==> src/rtl/mpsd_pkg.sv <==
`timescale 1ns / 1ps
`default_nettype none
package mpsd_pkg;
   localparam int COORD_WIDTH = 32;
   localparam int MAX_POINTS  = 8;
   localparam int INDEX_WIDTH = 3;
   localparam int DIST_WIDTH  = 32;
   localparam int T_BITS      = 30;
   localparam int DIFF_WIDTH  = COORD_WIDTH + 1;
   localparam int PROD_WIDTH  = 2 * DIFF_WIDTH;
   localparam int WIDE_WIDTH  = PROD_WIDTH + 2;
   localparam int SUM_WIDTH   = 64;
   localparam int STEP_WIDTH  = 7;
   localparam logic [WIDE_WIDTH-1:0] SHORT_LEN2 = WIDE_WIDTH'(4);

   localparam logic [2:0] REG_BOTTOM_X = 3'd0;
   localparam logic [2:0] REG_BOTTOM_Y = 3'd1;
   localparam logic [2:0] REG_BOTTOM_Z = 3'd2;
   localparam logic [2:0] REG_TOP_X    = 3'd3;
   localparam logic [2:0] REG_TOP_Y    = 3'd4;
   localparam logic [2:0] REG_TOP_Z    = 3'd5;
   localparam logic [2:0] REG_LIMIT    = 3'd6;

   typedef struct packed {
      logic signed [COORD_WIDTH-1:0] point_x;
      logic signed [COORD_WIDTH-1:0] point_y;
      logic signed [COORD_WIDTH-1:0] point_z;
      logic                          last_point;
   } req_type;

   typedef struct packed {
      logic [DIST_WIDTH-1:0]         best_distance;
      logic signed [COORD_WIDTH-1:0] blade_x;
      logic signed [COORD_WIDTH-1:0] blade_y;
      logic signed [COORD_WIDTH-1:0] blade_z;
      logic signed [COORD_WIDTH-1:0] throat_x;
      logic signed [COORD_WIDTH-1:0] throat_y;
      logic signed [COORD_WIDTH-1:0] throat_z;
      logic [INDEX_WIDTH-1:0]        match_index;
      logic                          match_valid;
   } rsp_type;

   typedef enum logic [3:0] {
      ST_IDLE, ST_DIFF, ST_MUL, ST_ACC, ST_DECIDE, ST_DIV, ST_OFFSET,
      ST_SQ_BLADE, ST_ROOT_BLADE, ST_SQ_TOP, ST_ROOT_TOP, ST_FINISH, ST_OUTPUT
   } state_type;

   typedef struct packed {
      logic load;
      logic diff;
      logic mul;
      logic acc;
      logic decide;
      logic div_step;
      logic offset;
      logic sq_blade;
      logic sq_top;
      logic root_step;
      logic cmp_blade;
      logic cmp_top;
      logic finish;
   } cmd_type;

   typedef struct packed {
      logic step_done;
      logic need_div;
      logic last;
   } status_type;
endpackage
`default_nettype wire

==> src/rtl/mpsd_ctrl.sv <==
`timescale 1ns / 1ps
`default_nettype none
module mpsd_ctrl (
   input  wire logic                 clock,
   input  wire logic                 reset,
   input  wire logic                 req_valid,
   output logic                      req_ready,
   output logic                      rsp_valid,
   input  wire logic                 rsp_ready,
   input  wire mpsd_pkg::status_type status,
   output mpsd_pkg::cmd_type         cmd
);
   import mpsd_pkg::*;
   state_type state_ff, state_in;

   always_ff @(posedge clock) begin
      if (reset) state_ff <= ST_IDLE;
      else state_ff <= state_in;
   end

   always_comb begin
      state_in  = state_ff;
      cmd       = '0;
      req_ready = 1'b0;
      rsp_valid = 1'b0;
      unique case (state_ff)
         ST_IDLE: begin
            req_ready = 1'b1;
            if (req_valid) begin
               cmd.load = 1'b1;
               state_in = ST_DIFF;
            end
         end
         ST_DIFF: begin
            cmd.diff = 1'b1;
            state_in = ST_MUL;
         end
         ST_MUL: begin
            cmd.mul  = 1'b1;
            state_in = ST_ACC;
         end
         ST_ACC: begin
            cmd.acc  = 1'b1;
            state_in = ST_DECIDE;
         end
         ST_DECIDE: begin
            cmd.decide = 1'b1;
            state_in   = status.need_div ? ST_DIV : ST_SQ_BLADE;
         end
         ST_DIV: begin
            cmd.div_step = 1'b1;
            if (status.step_done) state_in = ST_OFFSET;
         end
         ST_OFFSET: begin
            cmd.offset = 1'b1;
            state_in   = ST_SQ_BLADE;
         end
         ST_SQ_BLADE: begin
            cmd.sq_blade = 1'b1;
            state_in     = ST_ROOT_BLADE;
         end
         ST_ROOT_BLADE: begin
            cmd.root_step = 1'b1;
            if (status.step_done) begin
               cmd.cmp_blade = 1'b1;
               state_in      = ST_SQ_TOP;
            end
         end
         ST_SQ_TOP: begin
            cmd.sq_top = 1'b1;
            state_in   = ST_ROOT_TOP;
         end
         ST_ROOT_TOP: begin
            cmd.root_step = 1'b1;
            if (status.step_done) begin
               cmd.cmp_top = 1'b1;
               state_in    = ST_FINISH;
            end
         end
         ST_FINISH: begin
            state_in = status.last ? ST_OUTPUT : ST_IDLE;
            if (!status.last) cmd.finish = 1'b1;
         end
         ST_OUTPUT: begin
            rsp_valid = 1'b1;
            if (rsp_ready) begin
               cmd.finish = 1'b1;
               state_in   = ST_IDLE;
            end
         end
         default: state_in = ST_IDLE;
      endcase
   end
endmodule
`default_nettype wire

==> config.mk <==
export PLATFORM = sky130hd
export DESIGN_NAME = mpsd_ctrl
export DESIGN_NICKNAME = d
export VERILOG_FILES = /design/src/rtl/mpsd_pkg.sv /design/src/rtl/mpsd_ctrl.sv
export SDC_FILE = /design/constraint.sdc
export NUM_CORES = 1
export LEC_CHECK = 0
export BUFFER_PORTS_ARGS = -buffer_cell sky130_fd_sc_hd__buf_2
export CAP_MARGIN = 30
export CORE_AREA = 4 4 41 43
export DETAILED_ROUTE_END_ITERATION = 10
export DIE_AREA = 0 0 45 47
export SYNTH_ARGS = -nofsm -noshare
export SYNTH_HDL_FRONTEND = slang
export SYNTH_SLANG_ARGS = --single-unit
==> constraint.sdc <==
create_clock -name clock -period 1.05 [get_ports clock]
set_input_delay 0.1575 -clock clock [delete_from_list [all_inputs] [get_ports clock]]
set_output_delay 0.1575 -clock clock [all_outputs]
set_load 0.03 [all_outputs]
==> metrics.txt <==
Die Span Y 47 um; cell mode on critical path buf_6; Sink Count 4; detailed placement HPWL 1.07 mm; Mapped Nets 65; post-layout power 2.74 mW; Largest Register state_ff; post-synth top area cell dfxtp_1; # rows 13; drt total wl 1.60 mm; largest family of logic cells by synthesized area simple AND/OR/NAND/NOR gates; routed via count 597; post-layout min period 1.44 ns; Fmax achieved 695 MHz; CP max FO 8; critical path class register to output port; Unique masters post-synth 29; number of flip-flops under the largest register name 4; Clock Tree Root clkbuf_4; unrepaired setup endpoints after global routing yes; register area share after synthesis 0.186; Leak 0.439 nW; pwr/cell area 2690 nW/um^2; max-cap violations 0; first-pass GRT wire length 2.48 mm; Synth top area share 0.186; crit-path max cell delay 0.37 ns; Slew Viols, Final 0; FF+latch area 95.1 um^2; Worst-Margin Slew 0.329 ns; Final Hold Fails 0; largest net degree at the start of global routing 10; Initial Util 0.332; Final period util 1.37; initial antenna violation count 0; mux contribution to synthesized area 0; Worst EP required 0.89 ns; via/cell ratio 5.10; hold buffers post-CTS 0; top_reg_cell synth dfxtp_1; multi-input logic area 480 um^2; # DRC 0; n_diodes 0; Slowest-stage cell, CP dfxtp_4; Hold WC Path Type primary input to register; clock-pin slew on the worst setup and hold paths 0.04 ns; critical path endpoint category output port; Post-Syn Instances 58; worst vdd rail ir drop 1550 uV; synthesized cell area 432 um^2; Buf+Inv Stages, Crit Path 2; TritonCTS buffer count 3; endpoints failing setup 19; Relative slew margins 0.780; H-tree level count 1; Final nets 111; wire per inst 13.7 um; # IOs 22; clk buf depth 2; RePlAce Congestion 0.726; CTS tree done; Syn-to-layout area delta 136%; Final Cell Area 1020 um^2; Fill cells 93; Antenna Nets Post-Route 0; Port Buffer Count 21; total track usage 0.166; Synth area leaders dfxtp_1 19%, nor2_1 7.0%, a211oi_2 5.8%; failing checks negative setup slack; cell chain of the critical path buf_6 -> nor4_4 -> and2_4 -> buf_6; DP Area 753 um^2; Synth Area in Adders 0; final worst setup slack -0.390 ns; share of post-route cells with drive strength above 1 0.784; CP delay by family, top simple AND/OR/NAND/NOR gates; Yosys warnings 0; Pre-Repair DR Iteration Count 4; compound-gate portion of the synthesized area 0.258; worst-skew pair later-pin latency 0.23 ns; leading cell type in the layout, fill and taps excluded buf_6; critical path arrival 1.28 ns; Post-Synth Simple-Gate Area 0.481; status complete, but fails checks; clock skew 0.00263 ns; FFs w/ async S/R, synth 0; largest registers state_ff: 4 flops; most frequent cells in the layout 20 x buf_6, 18 x buf_4, 7 x buf_2; Post-synth EDFFs 0; 1st-iter DRT viols 6; total grt overflow 0; vias in the first global route 593; Startpoint Class register; Syn Area/Cell 7.44 um^2; Synth Area in XOR/XNOR 0; Seq cells post-synth 4; Core Footprint 1300 um^2; die width 45 um; die area 2120 um^2
-- layer usage --
metal / vias to the layer above / part of all wire / track usage
met2: 23 / 0.54 / 0.297
li1: 297 / - / -
met4: 0 / 0.035 / 0.123
met1: 271 / 0.38 / 0.179
met5: - / 0 / 0
met3: 6 / 0.042 / 0.0230
-- area by class of cell --
type / instances / area share
Timing Repair Buffer: 45 / 0.388
Multi-Input combinational cell: 48 / 0.471
Tap cell: 15 / 0.0184
Clock buffer: 3 / 0.0221
Sequential cell: 4 / 0.0933
Inverter: 2 / 0.00736
-- kinds of logic after synthesis --
logic type | Yosys count
flip-flops | 4
AND/OR/NAND/NOR | 33
buffers and inverters | 6
AO/OA/AOI/OAI | 15
-- synthesized netlist by cell type (2+ instances only) --
cell      number
a21o_1         2
nor3_1         5
nor2_1         8
inv_1          2
a211oi_2       2
nand2b_1       4
and2_1         2
nand2_1        2
dfxtp_1        4
a21oi_1        5
buf_4          2
buf_2          2
nor3b_1        2
-- tightest hold or removal path, stage by stage --
cell and delay [ns]:
buf_2 0.10, buf_4 0.14, a211oi_2 0.03
-- worst paths after layout --
kind / start / to / cells after the start / slack, ns
setup reg to reg: state_ff[0] / state_ff[1] / 5 / -0.27
setup / recovery: state_ff[3] / cmd[12] / 4 / -0.39
hold / removal: reset / state_ff[3] / 3 / 0.23
hold reg to reg: state_ff[1] / state_ff[1] / 4 / 0.77
-- through the flow --
step / setup slack [ns] / hold WS, ns / cells / util / setup TNS, ns
finish: -0.390 / 0.233 / 117 / 0.784 / -5.43
global route: -0.432 / 0.240 / 117 / 0.784 / -6.40
CTS: -0.388 / 0.229 / 117 / 0.748 / -5.67
detailed placement: -0.367 / 0.467 / 107 / 0.579 / -3.19
global placement: -0.299 / 0.460 / 107 / 0.579 / -2.82
floorplan: -0.381 / 0.215 / 58 / - / -3.01
-- report_power, final --
part / internal, mW / total (mW) / switching, mW
Sequential: 0.249 / 0.422 / 0.173
Combinational: 1.11 / 2.13 / 1.02
Clock: 0.127 / 0.185 / 0.0574
-- repair_timing --
item,in CTS,in global routing
setup endpoints to repair,19,19
buffers inserted,7,1
pin swaps,5,3
gates resized for setup,42,12
cloned,0,0
Note: power is estimated with default switching activity, not from simulation.
